--- config.mk ---
export PLATFORM = sky130hd
export DESIGN_NAME = exact_integer_float32_alu
export DESIGN_NICKNAME = d
export VERILOG_FILES = /design/src/rtl/eifalu_pkg.sv /design/src/rtl/eifalu_decode.sv /design/src/rtl/eifalu_arith.sv /design/src/rtl/eifalu_encode.sv /design/src/rtl/exact_integer_float32_alu.sv
export SDC_FILE = /design/constraint.sdc
export NUM_CORES = 2
export LEC_CHECK = 0
export BUFFER_PORTS_ARGS = -buffer_cell sky130_fd_sc_hd__buf_2
export CAP_MARGIN = 20
export CORE_ASPECT_RATIO = 2
export CORE_MARGIN = 2
export CORE_UTILIZATION = 50
export CTS_CLUSTER_SIZE = 28
export DETAILED_ROUTE_END_ITERATION = 16
export GPL_ROUTABILITY_DRIVEN = 0
export PLACE_DENSITY = 0.69
export SLEW_MARGIN = 0
export SYNTH_ARGS = -nofsm -noshare
export SYNTH_HDL_FRONTEND = slang
export SYNTH_SLANG_ARGS = --single-unit
--- constraint.sdc ---
create_clock -name clk_i -period 6.25 [get_ports clk_i]
set_input_delay 0.9375 -clock clk_i [delete_from_list [all_inputs] [get_ports clk_i]]
set_output_delay 0.9375 -clock clk_i [all_outputs]
set_load 0.005 [all_outputs]
--- src/rtl/eifalu_pkg.sv ---
// shared types, constants and the float decode function of the exact integer float32 alu
package eifalu_pkg;

  // operation codes
  typedef enum logic [2:0] {
    OP_I2F = 3'd0,
    OP_F2I = 3'd1,
    OP_ADD = 3'd2,
    OP_SUB = 3'd3,
    OP_MUL = 3'd4
  } op_e;

  // field and range constants
  localparam logic [7:0]  ExpBias    = 8'd127;
  localparam logic [7:0]  ExpMaxInt  = 8'd157;   // bias plus 30
  localparam logic [7:0]  ExpAllOnes = 8'hFF;
  localparam logic [32:0] ExactMax   = 33'h0_00FF_FFFF;
  localparam logic signed [31:0] MulOpMax = 32'sh0000_FFFF;
  localparam logic signed [31:0] MulOpMin = -32'sh0000_FFFF;

  // decoded operand
  typedef struct packed {
    logic              ok;
    logic signed [31:0] val;
  } dec_t;

  // stage one to stage two
  typedef struct packed {
    logic [2:0]         op;
    logic               a_ok;
    logic               b_ok;
    logic signed [31:0] a_val;
    logic signed [31:0] b_val;
  } s1_t;

  // stage two to stage three
  typedef struct packed {
    logic               ok;
    logic               pass;   // result is the integer itself
    logic signed [32:0] val;
  } s2_t;

  // integer-valued normal single or signed zero to integer
  function automatic dec_t decode_float(input logic [31:0] bits);
    logic [7:0]  e;
    logic [22:0] f;
    logic [4:0]  sh;
    logic [30:0] x;
    logic [30:0] low_mask;
    logic [30:0] mag;
    dec_t        r;
    e        = bits[30:23];
    f        = bits[22:0];
    sh       = 5'(ExpMaxInt - e);
    x        = {1'b1, f, 7'b0};
    low_mask = ~({31{1'b1}} << sh);
    mag      = x >> sh;
    r.ok     = 1'b0;
    r.val    = '0;
    if (e == 8'd0 && f == 23'd0) begin
      r.ok = 1'b1;
    end else if (e != ExpAllOnes && e >= ExpBias && e <= ExpMaxInt &&
                 (x & low_mask) == 31'd0) begin
      r.ok  = 1'b1;
      r.val = bits[31] ? -$signed({1'b0, mag}) : $signed({1'b0, mag});
    end
    return r;
  endfunction

endpackage

--- src/rtl/eifalu_decode.sv ---
// first pipeline stage: operand decode
module eifalu_decode (
  input  logic              clk_i,
  input  logic              rst_ni,
  input  logic              valid_i,
  input  logic [2:0]        operation_i,
  input  logic [31:0]       operand_a_i,
  input  logic [31:0]       operand_b_i,
  output logic              valid_o,
  output eifalu_pkg::s1_t   stage_o
);

  logic            valid_q;
  eifalu_pkg::s1_t stage_d, stage_q;
  eifalu_pkg::dec_t dec_a, dec_b;

  // decode both operands; int to float takes operand a as an integer
  always_comb begin
    dec_a         = eifalu_pkg::decode_float(operand_a_i);
    dec_b         = eifalu_pkg::decode_float(operand_b_i);
    stage_d.op    = operation_i;
    stage_d.b_ok  = dec_b.ok;
    stage_d.b_val = dec_b.val;
    if (operation_i == eifalu_pkg::OP_I2F) begin
      stage_d.a_ok  = 1'b1;
      stage_d.a_val = $signed(operand_a_i);
    end else begin
      stage_d.a_ok  = dec_a.ok;
      stage_d.a_val = dec_a.val;
    end
  end

  // valid bit
  always_ff @(posedge clk_i or negedge rst_ni) begin
    if (!rst_ni) begin
      valid_q <= 1'b0;
    end else begin
      valid_q <= valid_i;
    end
  end

  // payload
  always_ff @(posedge clk_i) begin
    if (valid_i) begin
      stage_q <= stage_d;
    end
  end

  assign valid_o = valid_q;
  assign stage_o = stage_q;

endmodule

--- src/rtl/eifalu_arith.sv ---
// second pipeline stage: exact add, subtract and multiply
module eifalu_arith (
  input  logic            clk_i,
  input  logic            rst_ni,
  input  logic            valid_i,
  input  eifalu_pkg::s1_t stage_i,
  output logic            valid_o,
  output eifalu_pkg::s2_t stage_o
);

  logic               valid_q;
  eifalu_pkg::s2_t    stage_d, stage_q;
  logic signed [32:0] a_ext, b_ext;
  logic signed [33:0] prod;
  logic               mul_in_range;

  assign a_ext = 33'(stage_i.a_val);
  assign b_ext = 33'(stage_i.b_val);
  assign prod  = 34'($signed(stage_i.a_val[16:0])) * 34'($signed(stage_i.b_val[16:0]));
  assign mul_in_range = stage_i.a_val <= eifalu_pkg::MulOpMax &&
                        stage_i.a_val >= eifalu_pkg::MulOpMin &&
                        stage_i.b_val <= eifalu_pkg::MulOpMax &&
                        stage_i.b_val >= eifalu_pkg::MulOpMin;

  // operation select
  always_comb begin
    stage_d.ok   = 1'b0;
    stage_d.pass = 1'b0;
    stage_d.val  = a_ext;
    unique case (eifalu_pkg::op_e'(stage_i.op))
      eifalu_pkg::OP_I2F: begin
        stage_d.ok = stage_i.a_ok;
      end
      eifalu_pkg::OP_F2I: begin
        stage_d.ok   = stage_i.a_ok;
        stage_d.pass = 1'b1;
      end
      eifalu_pkg::OP_ADD: begin
        stage_d.ok  = stage_i.a_ok & stage_i.b_ok;
        stage_d.val = a_ext + b_ext;
      end
      eifalu_pkg::OP_SUB: begin
        stage_d.ok  = stage_i.a_ok & stage_i.b_ok;
        stage_d.val = a_ext - b_ext;
      end
      eifalu_pkg::OP_MUL: begin
        stage_d.ok  = stage_i.a_ok & stage_i.b_ok & mul_in_range;
        stage_d.val = 33'(prod);
      end
      default: begin
        stage_d.ok = 1'b0;
      end
    endcase
  end

  // valid bit
  always_ff @(posedge clk_i or negedge rst_ni) begin
    if (!rst_ni) begin
      valid_q <= 1'b0;
    end else begin
      valid_q <= valid_i;
    end
  end

  // payload
  always_ff @(posedge clk_i) begin
    if (valid_i) begin
      stage_q <= stage_d;
    end
  end

  assign valid_o = valid_q;
  assign stage_o = stage_q;

endmodule

--- src/rtl/eifalu_encode.sv ---
// third pipeline stage: range check and single-precision encode
module eifalu_encode (
  input  logic            clk_i,
  input  logic            rst_ni,
  input  logic            valid_i,
  input  eifalu_pkg::s2_t stage_i,
  output logic            valid_o,
  output logic [31:0]     result_o,
  output logic            status_o
);

  logic        valid_q;
  logic [31:0] result_d, result_q;
  logic        status_d, status_q;
  logic        neg;
  logic [32:0] mag;
  logic [4:0]  top;
  logic [22:0] frac;

  // magnitude and leading one
  always_comb begin
    neg  = stage_i.val[32];
    mag  = neg ? 33'(-stage_i.val) : 33'(stage_i.val);
    top  = 5'd0;
    for (int i = 0; i < 24; i++) begin
      if (mag[i]) begin
        top = 5'(i);
      end
    end
    frac = 23'({mag[22:0]} << (5'd23 - top));
  end

  // result select
  always_comb begin
    result_d = 32'd0;
    status_d = 1'b1;
    if (stage_i.ok) begin
      if (stage_i.pass) begin
        result_d = stage_i.val[31:0];
        status_d = 1'b0;
      end else if (mag <= eifalu_pkg::ExactMax) begin
        status_d = 1'b0;
        if (mag != 33'd0) begin
          result_d = {neg, 8'(top) + eifalu_pkg::ExpBias, frac};
        end
      end
    end
  end

  // valid bit
  always_ff @(posedge clk_i or negedge rst_ni) begin
    if (!rst_ni) begin
      valid_q <= 1'b0;
    end else begin
      valid_q <= valid_i;
    end
  end

  // output register
  always_ff @(posedge clk_i) begin
    if (valid_i) begin
      result_q <= result_d;
      status_q <= status_d;
    end
  end

  assign valid_o  = valid_q;
  assign result_o = result_q;
  assign status_o = status_q;

endmodule

--- src/rtl/exact_integer_float32_alu.sv ---
// exact integer float32 alu: three-stage pipeline of decode, arithmetic and encode
// a request passes the decode, arithmetic and encode registers; its result
// shows with done_o for one cycle; throughput: one request every cycle
// the three pipeline registers set the latency; busy is never raised
// reset clears the stage valid bits, so requests in flight are dropped
// the receiver takes every result in its cycle and cannot hold the pipeline
module exact_integer_float32_alu (
  input  logic        clk_i,
  input  logic        rst_ni,
  input  logic        start,
  output logic        busy,
  input  logic [2:0]  operation_i,
  input  logic [31:0] operand_a_i,
  input  logic [31:0] operand_b_i,
  output logic        done_o,
  output logic [31:0] result_o,
  output logic        status_o
);

  logic            accept;
  logic            v1, v2;
  eifalu_pkg::s1_t s1;
  eifalu_pkg::s2_t s2;

  // request accepted whenever start is high
  assign busy   = 1'b0;
  assign accept = start & ~busy;

  // decode stage
  eifalu_decode u_decode (
    .clk_i       (clk_i),
    .rst_ni      (rst_ni),
    .valid_i     (accept),
    .operation_i (operation_i),
    .operand_a_i (operand_a_i),
    .operand_b_i (operand_b_i),
    .valid_o     (v1),
    .stage_o     (s1)
  );

  // arithmetic stage
  eifalu_arith u_arith (
    .clk_i   (clk_i),
    .rst_ni  (rst_ni),
    .valid_i (v1),
    .stage_i (s1),
    .valid_o (v2),
    .stage_o (s2)
  );

  // encode stage
  eifalu_encode u_encode (
    .clk_i    (clk_i),
    .rst_ni   (rst_ni),
    .valid_i  (v2),
    .stage_i  (s2),
    .valid_o  (done_o),
    .result_o (result_o),
    .status_o (status_o)
  );

  // an error result is always zero
  assert property (@(posedge clk_i) disable iff (!rst_ni)
    done_o && status_o |-> result_o == 32'd0)
    else $error("error result not zero");

  // every request comes out after passing the decode, arithmetic and encode registers
  assert property (@(posedge clk_i) disable iff (!rst_ni)
    accept |-> ##3 done_o)
    else $error("result missing three cycles after request");

  // no result without a request taken through the decode, arithmetic and encode registers
  assert property (@(posedge clk_i) disable iff (!rst_ni)
    done_o |-> $past(accept, 3))
    else $error("result without request");

  // float results carry a zero or an exactly representable exponent
  assert property (@(posedge clk_i) disable iff (!rst_ni)
    done_o && !status_o && $past(operation_i, 3) != eifalu_pkg::OP_F2I |->
      result_o[30:23] == 8'd0 ||
      (result_o[30:23] >= 8'd127 && result_o[30:23] <= 8'd150))
    else $error("float result exponent out of exact range");

endmodule
==> summary.txt <==
Finish
  – Fin util: 0.581
  – Final Instance Count excl. Fillers: 3980
  – Area grow syn2layout: 15.4%
  – Design area: 0.0310 mm2
  – Final #Nets: 3786
  – Share of cells above drive strength 1: 0.201

Die
  – Ports: 105
  – # rows: 120
  – DIE HEIGHT: 332 um
  – Die Footprint: 0.0557 mm2
  – Initial core utilization: 0.504
  – Core area: 0.0533 mm2
  – Chip width: 168 um

Timing
  – Final setup margin: -0.159 ns
  – Setup violators final: 10
  – Fmax: 156 MHz
  – Final hold vios: 0
  – Worst Max-Slew Pin Slew: 1.06 ns
  – Slew Viols, Final: 0
  – Final Cycle Share: 1.03
  – RSZ-0062 raised after global routing: true
  – Slew Limit Headroom: 0.289
  – Crit path time final: 6.41 ns
  – Worst Skew: 0.0227 ns

GRT
  – Initial antenna violation count: 3
  – Number of global-route vias before repair: 26500
  – First-pass GRT wire length: 143000 um
  – Largest net degree at the start of global routing: 71
  – Grt total ovfl: 0
  – GRT Total Usage: 0.335

Yosys
  – Synth Warn #: 0
  – Synthesized area per cell: 8.68 um2
  – Cell Area, Synth: 0.0268 mm2
  – Register area share after synthesis: 0.156
  – Synthesized net count: 3584
  – Synth Instances: 3091
  – Post-synth EDFFs: 137
  – FFs w/ async S/R, synth: 0.0214
  – Seq cells post-synth: 140
  – Synth Flop Type: edfxtp_1
  – Leading area contributor after synthesis: fa_1
  – Post-synth cell types: 96
  – Ranking of synthesized cells by area: fa_1 22%, edfxtp_1 15%, ha_1 6.2%, inv_1 5.6%, nand2_1 4.9%
  – Share of the synthesized area in the top cell type: 0.217

Drt
  – Drt first pass iters: 9
  – Post-route DRC: 0
  – 1st-iter DRT viols: 1871
  – Post-route ant nets: 0
  – Vias per cell: 6.27
  – Drt total wl: 92500 um
  – Vias: 25000
  – Routed WL per cell: 23.3 um

Status
  – Status: finished, violations left
  – Failing checks: negative setup slack

Placement
  – IO buf count: 103
  – DP Area: 0.0294 mm2
  – Placed Cells: 3900
  – Setup WS pre-CTS: -0.440 ns
  – Hpwl dp: 74300 um

Clocking
  – CTS H-Tree Depth: 4
  – Root Driver: clkbuf_16
  – # clock sinks: 140
  – CTS tree: yes
  – Inserted Clock Buffers: 17
  – Worst-skew pair later-pin latency: 0.48 ns
  – Clk slew on worst S/H paths: 0.08 ns
  – Clk buf depth: 2

Worst setup path
  – R2r setup slk: -0.16 ns
  – CP Launch Type: flop
  – Reg2reg end: u_arith.stage_o[26]
  – Crit. Startpoint: u_decode.stage_o[6]
  – CP endpoint kind: flop
  – Critical Path AT: 6.64 ns
  – Worst r2r path cells: 25
  – Crit Path Max Fanout: 4
  – R2R Path Start: u_decode.stage_o[6]
  – CP Capture Point: u_arith.stage_o[26]
  – WP data required: 6.48 ns
  – Crit Path Class: reg -> reg

Flow run
  – Max Cap Viol: 0

Worst hold path
  – Worst Hold Class: in -> async
## area by class of cell
type                       instances  area, um2
antenna                            3       7.51
clock buffer                      17        425
clock inverter                    15        170
fill                            4560      22300
inverter                         406       1520
multi-input combinational       2352      21000
sequential                       140       4190
tap                              671        840
timing repair buffer             376       2830
## synthesized netlist by cell type (all sizes together), types with 73 or more instances
cell type	instances
mux2i	87
nor2	168
and2	144
xor2	73
ha	132
a21oi	99
fa	291
nand2	348
o21ai	158
edfxtp	137
inv	404
clkbuf	161
xnor2	99
## cell families (layout without fill, tap and decap cells)
kind of cell | Yosys count | in the layout | share of synthesized area
flip-flops | 140 | 140 | 0.156
multiplexers | 182 | 182 | 0.0926
AND/OR/NAND/NOR | 982 | 982 | 0.182
AO/OA/AOI/OAI | 590 | 590 | 0.148
XOR/XNOR | 172 | 172 | 0.0561
other | 1 | 4 | 0.000140
adder cells (fa/ha/maj) | 425 | 425 | 0.279
buffers and inverters | 599 | 814 | 0.0864
## metal layers
metal	GRT usage	up-vias	wire [um]
met5	0	-	0
met4	0.354	0	11800
met3	0.0570	587	5320
met2	0.601	1353	48000
met1	0.304	12000	27400
li1	-	11000	-
## repair_timing
action / 4_1_cts / 5_1_grt
resized for setup: 99 / 64
pin swaps: 70 / 56
endpoints found under the setup margin: 15 / 18
hold buffers: 0 / 0
setup buffers: 31 / 13
gates cloned: 0 / 1
## through the flow
stage	setup TNS [ns]	hold WS [ns]
after floorplan	0	0.503
after global placement	-3.33	0.367
after detailed placement	-3.43	0.382
after CTS	-0.148	0.245
after global routing	-4.21	0.246
final	-0.903	0.249
## worst max-delay path, stage by stage (launching register included)
cell      delay (ns)
edfxtp_1        0.44
buf_6           0.16
and2_4          0.14
fa_1            0.53
inv_2           0.05
fa_1            0.47
fa_1            0.50
inv_2           0.04
fa_1            0.46
fa_1            0.53
inv_2           0.05
fa_1            0.54
inv_2           0.05
ha_4            0.16
buf_6           0.12
o21ai_2         0.16
nand2b_1        0.11
a21oi_2         0.15
nor2b_2         0.06
o211ai_1        0.25
o21ai_4         0.21
a31oi_4         0.27
nor2b_4         0.07
a221oi_2        0.26
xnor2_1         0.09
a221o_1         0.29
## cell usage in the layout, fill, tap and decap left out, types with 13 or more instances in the layout
master | synthesis | layout
a22oi_1 | 36 | 36
xnor2_1 | 99 | 92
nand3_1 | 41 | 40
buf_4 | 2 | 228
nor4_1 | 41 | 40
a21o_1 | 33 | 33
fa_2 | 0 | 17
xor2_1 | 73 | 72
o31ai_1 | 26 | 25
o211ai_1 | 18 | 18
inv_1 | 399 | 377
a21oi_1 | 99 | 88
ha_4 | 0 | 13
mux2_2 | 47 | 47
o22ai_1 | 13 | 13
a211oi_1 | 19 | 18
inv_2 | 5 | 27
edfxtp_1 | 137 | 137
nand4_1 | 21 | 21
buf_2 | 14 | 103
a31oi_1 | 23 | 21
o21a_1 | 21 | 21
nor2b_1 | 40 | 37
and2_1 | 144 | 136
mux4_2 | 47 | 47
o21ai_0 | 157 | 144
mux2i_1 | 86 | 86
ha_1 | 132 | 117
fa_1 | 291 | 274
nor3_1 | 53 | 52
nand2_1 | 348 | 339
nand2b_1 | 36 | 35
or3_1 | 18 | 17
nor2_1 | 168 | 166
buf_6 | 4 | 32
clkbuf_16 | 0 | 17
## how the worst min path moves through the flow
stage	depth (start not counted)	startpoint	end
after floorplan	1	u_decode.stage_o[65]	u_arith.stage_o[34]
after global placement	0	u_arith.valid_o	u_encode.valid_o
after detailed placement	0	u_arith.valid_o	u_encode.valid_o
after CTS	1	rst_ni	u_arith.valid_o
after global routing	1	rst_ni	u_arith.valid_o
final	1	rst_ni	u_encode.valid_o
## flip-flops by register name (all words and copies together), names as in the netlist
register and cells:
u_encode.status_o 1, u_arith.stage_o 35, u_arith.valid_o 1, u_encode.valid_o 1
u_decode.valid_o 1, u_encode.result_o 32, u_decode.stage_o 69
Power is not shown: default switching activity piles up to over one toggle a cycle in this logic, so the estimate is an artifact.
